===== src/rtl/core/cssc_pkg.sv =====
// Shared types, constants and a helper function for the current sense sample conditioner.
// Depends on nothing; used by cssc_mul and current_sense_sample_conditioner_top.
`default_nettype none

package cssc_pkg;

    // Input word: a converter sample or a one millisecond tick.
    typedef struct packed {
        logic        mode;
        logic [23:0] sample_code;
    } in_word_t;

    // Result word.
    typedef struct packed {
        logic signed [31:0] filtered_current_ma;
        logic               reading_valid;
        logic               resync_request;
    } out_word_t;

    localparam logic MODE_SAMPLE = 1'b0;
    localparam logic MODE_TICK   = 1'b1;

    // Shared multiplier operand and product widths.
    localparam int MUL_A_W = 34;
    localparam int MUL_B_W = 17;
    localparam int MUL_P_W = MUL_A_W + MUL_B_W;

    // 0.2 in Q16 for the moving average step.
    localparam logic signed [MUL_B_W-1:0] ALPHA_NUM = 17'sd13107;

    // Register map (word index = paddr[3:2]).
    localparam int          PADDR_W       = 4;
    localparam logic [1:0]  REG_ZERO_OFS  = 2'd0;
    localparam logic [1:0]  REG_GAIN      = 2'd1;
    localparam logic [1:0]  REG_STUCK_LIM = 2'd2;
    localparam logic [1:0]  REG_MAX_AGE   = 2'd3;

    localparam logic [23:0] ZERO_OFS_RST  = 24'd0;
    localparam logic [31:0] GAIN_RST      = 32'd611345;
    localparam logic [15:0] STUCK_LIM_RST = 16'd1500;
    localparam logic [15:0] MAX_AGE_RST   = 16'd1000;

    localparam logic [15:0] UNCH_MAX = 16'hFFFF;
    localparam logic [16:0] AGE_MAX  = 17'h1FFFF;

    // Sequencer states, one-hot.
    typedef enum logic [6:0] {
        ST_IDLE     = 7'b0000001,
        ST_MUL_LO   = 7'b0000010,
        ST_MUL_HI   = 7'b0000100,
        ST_SCALE    = 7'b0001000,
        ST_MUL_STEP = 7'b0010000,
        ST_UPDATE   = 7'b0100000,
        ST_FINISH   = 7'b1000000
    } state_t;

    // Clamp a signed value to the signed 32-bit range.
    function automatic logic signed [31:0] sat32(input logic signed [63:0] v);
        logic signed [31:0] r;
        if (v > 64'sd2147483647)
        begin
            r = 32'sh7FFFFFFF;
        end
        else if (v < -64'sd2147483648)
        begin
            r = 32'sh80000000;
        end
        else
        begin
            r = v[31:0];
        end
        return r;
    endfunction

endpackage

`default_nettype wire


===== src/rtl/core/cssc_mul.sv =====
// Shared signed multiplier with a registered product for the sample conditioner.
// Depends on cssc_pkg for operand and product widths.
`default_nettype none

module cssc_mul (
    input  wire logic                               clk,
    input  wire logic signed [cssc_pkg::MUL_A_W-1:0] mul_a,
    input  wire logic signed [cssc_pkg::MUL_B_W-1:0] mul_b,
    output logic signed [cssc_pkg::MUL_P_W-1:0]      product
);

    logic signed [cssc_pkg::MUL_P_W-1:0] product_reg;

    always_ff @(posedge clk)
    begin
        product_reg <= mul_a * mul_b;
    end

    assign product = product_reg;

endmodule

`default_nettype wire


===== src/rtl/core/current_sense_sample_conditioner_top.sv =====
// Top level of the current sense sample conditioner: sequencer, state and APB registers.
// Depends on cssc_pkg and cssc_mul.
`default_nettype none

// Each input word is either a raw 24-bit converter sample or a one millisecond
// tick, and every word gives exactly one result word. A sample is offset
// corrected, scaled by the Q8.24 gain into milliamps with saturation, and fed
// into a 0.8/0.2 exponential moving average; the first sample loads the
// filter directly. All multiplications go through one shared 34x17 signed
// multiplier. A sample passes through ST_MUL_LO, ST_MUL_HI, ST_SCALE,
// ST_MUL_STEP, ST_UPDATE and ST_FINISH (the very first sample skips
// ST_UPDATE, the filter step); a tick goes from ST_IDLE straight to
// ST_FINISH. The result register is loaded as ST_FINISH is left, and the
// next word is taken back in ST_IDLE, one at a time. The block waits in
// its last step only while an earlier result is still held by out_ready low.
// A result also reports validity (filter primed and last sample no older than
// max_age_ms) and a one-shot resync request when the same code has been seen
// for longer than stuck_limit_ms. Registers sit at byte addresses 0, 4, 8 and
// 12: zero offset, gain, stuck limit and maximum age; writes belong to idle
// time.

module current_sense_sample_conditioner_top (
    input  wire logic                           clk,
    input  wire logic                           rst_n,
    // Input words
    input  wire logic                           in_valid,
    output logic                                in_ready,
    input  wire cssc_pkg::in_word_t             in_word,
    // Result words
    output logic                                out_valid,
    input  wire logic                           out_ready,
    output cssc_pkg::out_word_t                 out_word,
    // APB configuration port
    input  wire logic                           psel,
    input  wire logic                           penable,
    input  wire logic                           pwrite,
    input  wire logic [cssc_pkg::PADDR_W-1:0]   paddr,
    input  wire logic [31:0]                    pwdata,
    output logic [31:0]                         prdata,
    output logic                                pready
);

    // Configuration registers.
    logic [23:0] zero_ofs_reg;
    logic [31:0] gain_reg;
    logic [15:0] stuck_lim_reg;
    logic [15:0] max_age_reg;

    // Sequencer and working registers.
    cssc_pkg::state_t state_reg, state_next;
    logic             mode_reg;
    logic [23:0]      code_reg;
    logic signed [57:0] acc_reg;
    logic signed [31:0] amps_reg;

    // Conditioner state.
    logic [23:0]        prev_code_reg;
    logic               code_seen_reg;
    logic [15:0]        unch_reg;
    logic signed [31:0] filter_reg;
    logic               primed_reg;
    logic [16:0]        age_reg;

    // Result register.
    logic                out_valid_reg;
    cssc_pkg::out_word_t out_word_reg;

    // Shared multiplier.
    logic signed [cssc_pkg::MUL_A_W-1:0] mul_a;
    logic signed [cssc_pkg::MUL_B_W-1:0] mul_b;
    logic signed [cssc_pkg::MUL_P_W-1:0] product;

    logic               in_fire;
    logic               cfg_write;
    logic               out_free;
    logic signed [24:0] diff;
    logic signed [32:0] delta;
    logic signed [57:0] scaled_sum;
    logic signed [33:0] scaled_shift;
    logic signed [34:0] step;
    logic signed [35:0] filter_sum;

    // Next values of the watchdog and age state, used at the last step.
    logic        code_new;
    logic        resync;
    logic [15:0] unch_next;
    logic [16:0] age_next;

    cssc_mul u_mul (
        .clk     (clk),
        .mul_a   (mul_a),
        .mul_b   (mul_b),
        .product (product)
    );

    assign in_ready  = (state_reg == cssc_pkg::ST_IDLE);
    assign in_fire   = in_valid && in_ready;
    assign out_valid = out_valid_reg;
    assign out_word  = out_word_reg;
    assign out_free  = !out_valid_reg || out_ready;
    assign pready    = 1'b1;
    assign cfg_write = psel && penable && pwrite;

    // Register reads return the stored value, zero extended.
    always_comb
    begin
        unique case (paddr[3:2])
            cssc_pkg::REG_ZERO_OFS:  prdata = {8'd0, zero_ofs_reg};
            cssc_pkg::REG_GAIN:      prdata = gain_reg;
            cssc_pkg::REG_STUCK_LIM: prdata = {16'd0, stuck_lim_reg};
            cssc_pkg::REG_MAX_AGE:   prdata = {16'd0, max_age_reg};
            default:                 prdata = 32'd0;
        endcase
    end

    always_ff @(posedge clk or negedge rst_n)
    begin
        if (!rst_n)
        begin
            zero_ofs_reg  <= cssc_pkg::ZERO_OFS_RST;
            gain_reg      <= cssc_pkg::GAIN_RST;
            stuck_lim_reg <= cssc_pkg::STUCK_LIM_RST;
            max_age_reg   <= cssc_pkg::MAX_AGE_RST;
        end
        else if (cfg_write)
        begin
            unique case (paddr[3:2])
                cssc_pkg::REG_ZERO_OFS:  zero_ofs_reg  <= pwdata[23:0];
                cssc_pkg::REG_GAIN:      gain_reg      <= pwdata;
                cssc_pkg::REG_STUCK_LIM: stuck_lim_reg <= pwdata[15:0];
                cssc_pkg::REG_MAX_AGE:   max_age_reg   <= pwdata[15:0];
                default:                 ;
            endcase
        end
    end

    // Offset-corrected code, 25 bits signed.
    assign diff = $signed({code_reg[23], code_reg}) - $signed({zero_ofs_reg[23], zero_ofs_reg});

    // Filter error for the moving average step.
    assign delta = $signed({amps_reg[31], amps_reg}) - $signed({filter_reg[31], filter_reg});

    // Operand selection for the shared multiplier. The gain is split into two
    // unsigned 16-bit halves, each zero extended to a positive 17-bit operand.
    always_comb
    begin
        unique case (state_reg)
            cssc_pkg::ST_MUL_LO:
            begin
                mul_a = {{9{diff[24]}}, diff};
                mul_b = $signed({1'b0, gain_reg[15:0]});
            end
            cssc_pkg::ST_MUL_HI:
            begin
                mul_a = {{9{diff[24]}}, diff};
                mul_b = $signed({1'b0, gain_reg[31:16]});
            end
            cssc_pkg::ST_MUL_STEP:
            begin
                mul_a = {delta[32], delta};
                mul_b = cssc_pkg::ALPHA_NUM;
            end
            default:
            begin
                mul_a = '0;
                mul_b = '0;
            end
        endcase
    end

    // Each partial product fits in 42 bits; the high one is weighted by 2^16.
    assign scaled_sum   = acc_reg + $signed({product[41:0], 16'd0});
    assign scaled_shift = scaled_sum[57:24];

    assign step       = product[50:16];
    assign filter_sum = $signed({{4{filter_reg[31]}}, filter_reg}) + $signed({step[34], step});

    // Stuck watchdog and age counters.
    always_comb
    begin
        code_new  = !code_seen_reg || (code_reg != prev_code_reg);
        resync    = 1'b0;
        unch_next = unch_reg;
        age_next  = age_reg;
        if (mode_reg == cssc_pkg::MODE_TICK)
        begin
            if (unch_reg < cssc_pkg::UNCH_MAX)
            begin
                unch_next = unch_reg + 16'd1;
            end
            if (age_reg < cssc_pkg::AGE_MAX)
            begin
                age_next = age_reg + 17'd1;
            end
        end
        else
        begin
            age_next = 17'd0;
            if (code_new)
            begin
                unch_next = 16'd0;
            end
            else if (unch_reg > stuck_lim_reg)
            begin
                resync    = 1'b1;
                unch_next = 16'd0;
            end
        end
    end

    always_comb
    begin
        state_next = state_reg;
        unique case (state_reg)
            cssc_pkg::ST_IDLE:
            begin
                if (in_fire)
                begin
                    state_next = (in_word.mode == cssc_pkg::MODE_TICK) ?
                                 cssc_pkg::ST_FINISH : cssc_pkg::ST_MUL_LO;
                end
            end
            cssc_pkg::ST_MUL_LO:   state_next = cssc_pkg::ST_MUL_HI;
            cssc_pkg::ST_MUL_HI:   state_next = cssc_pkg::ST_SCALE;
            cssc_pkg::ST_SCALE:    state_next = cssc_pkg::ST_MUL_STEP;
            cssc_pkg::ST_MUL_STEP:
            begin
                state_next = primed_reg ? cssc_pkg::ST_UPDATE : cssc_pkg::ST_FINISH;
            end
            cssc_pkg::ST_UPDATE:   state_next = cssc_pkg::ST_FINISH;
            cssc_pkg::ST_FINISH:
            begin
                if (out_free)
                begin
                    state_next = cssc_pkg::ST_IDLE;
                end
            end
            default:               state_next = cssc_pkg::ST_IDLE;
        endcase
    end

    always_ff @(posedge clk or negedge rst_n)
    begin
        if (!rst_n)
        begin
            state_reg     <= cssc_pkg::ST_IDLE;
            prev_code_reg <= 24'd0;
            code_seen_reg <= 1'b0;
            unch_reg      <= 16'd0;
            filter_reg    <= 32'sd0;
            primed_reg    <= 1'b0;
            age_reg       <= 17'd0;
            out_valid_reg <= 1'b0;
        end
        else
        begin
            state_reg <= state_next;

            // A new result may replace one that is taken at the same edge.
            if ((state_reg == cssc_pkg::ST_FINISH) && out_free)
            begin
                out_valid_reg <= 1'b1;
            end
            else if (out_valid_reg && out_ready)
            begin
                out_valid_reg <= 1'b0;
            end

            // The first sample loads the filter; later ones take a 0.2 step.
            if ((state_reg == cssc_pkg::ST_MUL_STEP) && !primed_reg)
            begin
                filter_reg <= amps_reg;
                primed_reg <= 1'b1;
            end
            if (state_reg == cssc_pkg::ST_UPDATE)
            begin
                filter_reg <= cssc_pkg::sat32({{28{filter_sum[35]}}, filter_sum});
            end

            if ((state_reg == cssc_pkg::ST_FINISH) && out_free)
            begin
                unch_reg      <= unch_next;
                age_reg       <= age_next;
                if ((mode_reg == cssc_pkg::MODE_SAMPLE) && code_new)
                begin
                    prev_code_reg <= code_reg;
                    code_seen_reg <= 1'b1;
                end
            end
        end
    end

    // Payload registers, no reset needed.
    always_ff @(posedge clk)
    begin
        if (in_fire)
        begin
            mode_reg <= in_word.mode;
            code_reg <= in_word.sample_code;
        end
        if (state_reg == cssc_pkg::ST_MUL_HI)
        begin
            acc_reg <= {{7{product[50]}}, product};
        end
        if (state_reg == cssc_pkg::ST_SCALE)
        begin
            amps_reg <= cssc_pkg::sat32({{30{scaled_shift[33]}}, scaled_shift});
        end
        if ((state_reg == cssc_pkg::ST_FINISH) && out_free)
        begin
            out_word_reg.filtered_current_ma <= filter_reg;
            out_word_reg.reading_valid       <= primed_reg && ({1'b0, max_age_reg} >= age_next);
            out_word_reg.resync_request      <= resync;
        end
    end

endmodule

`default_nettype wire

===== config.mk =====
export PLATFORM = sky130hd
export DESIGN_NAME = current_sense_sample_conditioner_top
export DESIGN_NICKNAME = d
export VERILOG_FILES = /design/src/rtl/core/cssc_pkg.sv /design/src/rtl/core/cssc_mul.sv /design/src/rtl/core/current_sense_sample_conditioner_top.sv
export SDC_FILE = /design/constraint.sdc
export NUM_CORES = 2
export LEC_CHECK = 0
export BUFFER_PORTS_ARGS = -buffer_cell sky130_fd_sc_hd__buf_2
export CAP_MARGIN = 20
export CORE_UTILIZATION = 45
export CTS_BUF_LIST = sky130_fd_sc_hd__clkbuf_4 sky130_fd_sc_hd__clkbuf_8
export DETAILED_ROUTE_END_ITERATION = 16
export GPL_ROUTABILITY_DRIVEN = 0
export SLEW_MARGIN = 20
export SYNTH_ARGS = -nofsm -noshare
export SYNTH_HDL_FRONTEND = slang
export SYNTH_HIERARCHICAL = 1
export SYNTH_SLANG_ARGS = --single-unit

===== constraint.sdc =====
create_clock -name clk -period 12.16 [get_ports clk]
set_clock_uncertainty 0.15 [all_clocks]
set_input_delay 1.216 -clock clk [delete_from_list [all_inputs] [get_ports clk]]
set_output_delay 1.216 -clock clk [all_outputs]
set_load 0.01 [all_outputs]

Word level (Yosys, flattened, before mapping). Index checks and enable logic that the tools add are counted.

Magnitude comparators: 8. Shifts and indexed selects: 0. Mux-type cells: 22. Reduce and logical (&&, ||, !) cells: 26. Div/mod/pow operators: 0. Add/subtract/negate cells: 6. Equality and inequality tests: 14. Multiply operators: 1. Bitwise logic cells: 1.

Operators with widths (count): $mux W32 (5); $pmux W32 S4 (1); $pmux W34 S2 (1); $mux W16 (4); $add A51 B58 Y58 (1); $mul A34 B17 Y51 (1); $pmux W7 S7 (1); $pmux W16 S3 (1); $add A32 B35 Y36 (1); $gt A36 B32 Y1 const B (1); $lt A36 B32 Y1 const B (1); $gt A34 B32 Y1 const B (1); $lt A34 B32 Y1 const B (1); $mux W17 (2); $sub A32 B32 Y33 (1); $mux W7 (4); $sub A24 B24 Y25 (1); $ne A24 B24 Y1 (1); $add A17 B1 Y17 const B (1); $ge A16 B17 Y1 (1); $lt A17 B17 Y1 const B (1); $add A16 B1 Y16 const B (1); $gt A16 B16 Y1 (1); $lt A16 B16 Y1 const B (1); other kinds (22) (43).

Bits in latches: 0. Output and inout port bits: 69. RAM bits: 0. Register bits after elaboration: 380. Input port bits: 68. Memories kept: 0. Memory bits (read-only): 0.

Longest topological paths before layout.
Depth in word-level cells: 5. Depth in mapped cells: 38.

Hierarchy. Netlist, hierarchy kept.

Modules (own cells, without submodules): cssc_mul (cells each 2273, area each 20796.2 sq um, times used 1); current_sense_sample_conditioner_top (cells each 2037, area each 20599.8 sq um, times used 1).

Worst setup path after synthesis. Ideal clock, no wire load.

Kind: register -> register. Start: register amps_reg[0]. End: register u_mul.product_reg (netlist bit u_mul/product[49]). Clock period less this slack: 9.105 ns. Arrival: 8.883 ns. Cell stages (with the launch flop): 35. Slack: 3.055 ns. Buffers on the path: 1. Cells stage by stage: edfxtp_1 inv_1 ha_1 inv_1 fa_1 a211oi_1 o21bai_1 a2111oi_0 or3b_1 a31oi_1 a22oi_1 a21boi_1 o21ai_0 a31oi_1 o21ai_1 clkbuf_1 nand2_1 inv_1 fa_1 fa_1 fa_1 fa_1 fa_1 inv_1 fa_1 inv_1 ha_1 a21o_1 a21o_1 a21o_1 a211oi_1 a21oi_1 o31a_1 nor2_1 xnor2_1.

Cells in the longest elaborated chain, start to end: 3.

RTL lines: start, declared (RTL line current_sense_sample_conditioner_top.sv:54) `logic signed [31:0] amps_reg;`; start signal, assigned (RTL line current_sense_sample_conditioner_top.sv:307) `amps_reg <= cssc_pkg::sat32({{30{scaled_shift[33]}}, scaled_shift});`; $sub A32 B32 Y33 (RTL line current_sense_sample_conditioner_top.sv:141) `assign delta = $signed({amps_reg[31], amps_reg}) - $signed({filter_reg[31], filter_reg});`; $pmux W34 S2 (RTL line current_sense_sample_conditioner_top.sv:147) `unique case (state_reg)`; net mul_a, one bit (RTL line current_sense_sample_conditioner_top.sv:69) `logic signed [cssc_pkg::MUL_A_W-1:0] mul_a;`; $mul A34 B17 Y51 (RTL line cssc_mul.sv:16) `product_reg <= mul_a * mul_b;`; end signal, assigned (RTL line cssc_mul.sv:16); end, declared (RTL line cssc_mul.sv:12) `logic signed [cssc_pkg::MUL_P_W-1:0] product_reg;`.

The timed path passes the listed nets, and every way through them passes these cells. A chain may end at the register's enable or synchronous reset.

Final worst setup path.
Start: register code_reg[0]. End: register u_mul.product_reg (netlist bit u_mul/product[49]).

Cells in the longest elaborated chain, start to end: 3.

RTL lines: start, declared (RTL line current_sense_sample_conditioner_top.sv:52) `logic [23:0] code_reg;`; start signal, assigned (RTL line current_sense_sample_conditioner_top.sv:299) `code_reg <= in_word.sample_code;`; $sub A24 B24 Y25 (RTL line current_sense_sample_conditioner_top.sv:138) `assign diff = $signed({code_reg[23], code_reg}) - $signed({zero_ofs_reg[23], zero_ofs_reg});`; $pmux W34 S2 (RTL line current_sense_sample_conditioner_top.sv:147); net mul_a, one bit (RTL line current_sense_sample_conditioner_top.sv:69); $mul A34 B17 Y51 (RTL line cssc_mul.sv:16).

The timed path passes the listed nets, and every way through them passes these cells.

==> impl_results.md <==
* Layout cells sized above 1 at 10.4%
* Post-synthesis sequential area ratio at 23.0%
* Area grow syn2layout at 7.96%
* Synthesized cell area at approximately 41,000 sq um
* Via Count at 30.7k
* Die H at roughly 300 microns
* Die area at a little over 90,000 sq um
* Die Wd at 305 microns
* Top sig layer: met4
* RSZ-0062 raised after global routing: false
* EDFF count, synth at 126
* Fmax at between 0.09 and 0.1 GHz
* Final setup viols at 0
* GRT overflow at 0
* Max clock buf depth at 3
* Met1 Wirelength at 52.8 mm
* Critical Path Sink Type: flip-flop
* Worst path bufs/invs at 5
* Yosys top cell area share at 26.8%
* Most frequent cells after synthesis: inv_1, fa_1, nand2_1, ha_1, and2_1
* Hold Buf Count CTS at 0
* Vias in the first global route at 30.6k
* Number of flip-flops in the largest register at 51
* Vias per std cell at 5.46
* Crit path max-delay family: compound AO/OA/AOI/OAI gates
* Clk sinks at 364
* Startpoint Class: flip-flop
* Antenna-violating nets left at 0
* H-tree levels at 2
* Yosys top cell by area: fa_1
* CP required at around 13 ns
* Clk Latency, worst-skew pair at between 0.6 and 0.7 ns
* Drt drc at 0
* Synth async-reset ratio at 51.4%
* Critical path type: flip-flop to flip-flop
* Cell count after synthesis at 4,310
* Number of library cell types mapped by synthesis at 95
* Core area at about 90,000 sq um
* Buffers added on ports at between 100 and 150
* GRT Util Overall at ~24%
* Crit share post-route at a little under 90%
* Synthesis Warnings at 6
* First-pass GRT wire length at 178 mm
* Final Hold Viols at 0
* CTS root buffer: clkbuf_8
* Layout Nets at 5,296
* Crit path DAT at between 10 and 15 ns
* Tmin final at 10.55 ns
* Routed wl met3 at about 5.7 mm
* Leakage at 0.0213 uW
* Postcts setup bufs at 0
* Hpwl dp at 89.4 mm
* Clock transition at path regs at 0.07 ns
* Power density cells at 105 nW/um^2
* Final Cell Area at 44,700 sq um
* Peak supply drop at 79.5 uV
* Crit-path max cell delay at roughly 0.82 ns
* Status: finished clean
* Top cells by area, synth: fa_1, dfrtp_1, edfxtp_1
* Post-place instance area at roughly 43,000 sq um
* Max Cap Viol at 0
* Largest net degree at the start of global routing at 78
* Initial Utilization at 45.7%
* Ports at 137
* Top-count cell post-synth: inv_1
* Drt total wl at 112 mm
* Synth Area per Inst at approximately 9.6 sq um
* Maximum fanout along the worst path at 9
* Num CTS Buffers at 56
* # rows at 110
* Post-CTS sizing at 0
* Met2 WL at 52.0 mm
* Drt first pass iters at 6
* Top FF cell, synth: dfrtp_1
* Flops & latches, synth at 364
* Max_slew headroom at about a quarter
* Final slew viol count at 0
* Final setup TNS at 0 ns
* Actual slew at the worst max-slew pin at roughly 1.1 ns
* WL per Instance at 20.0 microns
* Initial antenna violation count at 3
* Hold WC Path Type: flip-flop to flip-flop
* Total power at 4670 uW
* Initial DRC count at 2,109
* CP most frequent cell: fa_1
* CP max stage cell: o21ai_1
* CTS tree: yes
==> worst paths after layout <==
| kind | endpoint | start | slack [ns] | depth (start not counted) |
|---|---|---|---|---|
| worst max-delay path | u_mul/product[49] | code_reg[0] | 1.61 | 34 |
| worst min-delay path | out_word[3] | filter_reg[1] | 0.32 | 0 |
| worst max register to register | u_mul/product[49] | code_reg[0] | 1.61 | 34 |
| worst min register to register | out_word[3] | filter_reg[1] | 0.32 | 0 |
| max in group asynchronous | prev_code_reg[18] | rst_n | 9.35 | 3 |
| min in group asynchronous | filter_reg[23] | rst_n | 0.41 | 1 |
==> power breakdown <==
| group | internal [uW] | leakage [uW] | total [uW] | switching (uW) |
|---|---|---|---|---|
| Combinational | 697 | 0.0167 | 1840 | 1140 |
| Sequential | 1510 | 0.00398 | 1720 | 211 |
| Clock | 596 | 0.000643 | 1120 | 523 |
| Total | 2800 | 0.0213 | 4670 | 1880 |
==> placed cells by master (no fill, tap or decap), types with 22 or more instances in the layout <==
cell type,synthesis,layout
a211oi_2,25,25
inv_1,693,693
xor2_1,89,89
buf_4,2,71
nor3_1,41,40
a21o_1,86,86
a31oi_1,22,22
nand4_1,39,39
xnor2_1,105,105
o21a_1,29,29
o22ai_1,46,44
clkbuf_8,0,63
ha_1,284,284
fa_1,554,554
mux2_2,45,45
o21ai_1,61,63
buf_2,11,132
dfrtp_1,166,166
edfxtp_1,126,126
o21bai_1,24,24
and2_1,274,274
nor2b_1,22,22
nand3_1,58,57
dfxtp_1,51,51
o21ai_0,143,136
nor2_1,142,142
mux2_1,47,47
nand2_1,470,470
nand2b_1,30,30
a21oi_1,163,163
==> stage by stage <==
stage / cells / setup WS, ns / hold WS (ns) / util (%)
6_report: 5615 / 1.61 / 0.323 / 49.3
5_1_grt: 5615 / 1.10 / 0.346 / 49.3
4_1_cts: 5614 / 1.62 / 0.322 / 49.3
3_5_place_dp: 5508 / 1.63 / 0.306 / 48.0
3_3_place_gp: 5508 / 1.82 / 0.305 / 48.0
2_1_floorplan: 4314 / 3.05 / 0.262 / -
==> logic make-up (layout without fill, tap and decap cells) <==
kind of cell	Yosys count	count (layout)	synth area share, %
AO/OA/AOI/OAI	765	765	12.3
AND/OR/NAND/NOR	1148	1148	13.5
other	2	7	0.0181
XOR/XNOR	194	194	4.10
buffers and inverters	879	1003	8.06
multiplexers	120	120	3.66
adder cells (fa/ha/maj)	838	838	35.4
flip-flops	364	364	23.0
==> per-layer routing <==
layer	track usage, %	vias up
met5	0	-
met4	4.88	0
met3	2.12	121
met2	39.3	821
met1	35.8	15400
li1	-	14300
==> layout make-up <==
| cell class | instances | area [sq um] |
|---|---|---|
| fillers | 8536 | 45900 |
| multi-input cells | 3071 | 28700 |
| flip-flops and latches | 364 | 9510 |
| inverters | 693 | 2600 |
| well taps | 1176 | 1470 |
| repair buffers | 204 | 1210 |
| clock buffers | 73 | 936 |
| clock inverters | 33 | 283 |
| diodes | 1 | 2.50 |
==> worst register-to-register path: cells and delay by family (launching register included) <==
| family | cells | cell delay (ns) |
|---|---|---|
| buf+inv | 5 | 0.30 |
| simple gates | 5 | 0.89 |
| xor+xnor | 1 | 0.13 |
| compound gates | 14 | 4.51 |
| fa+ha+maj | 9 | 4.10 |
| flops | 1 | 0.39 |
Note: power is estimated with default switching activity, not from simulation.
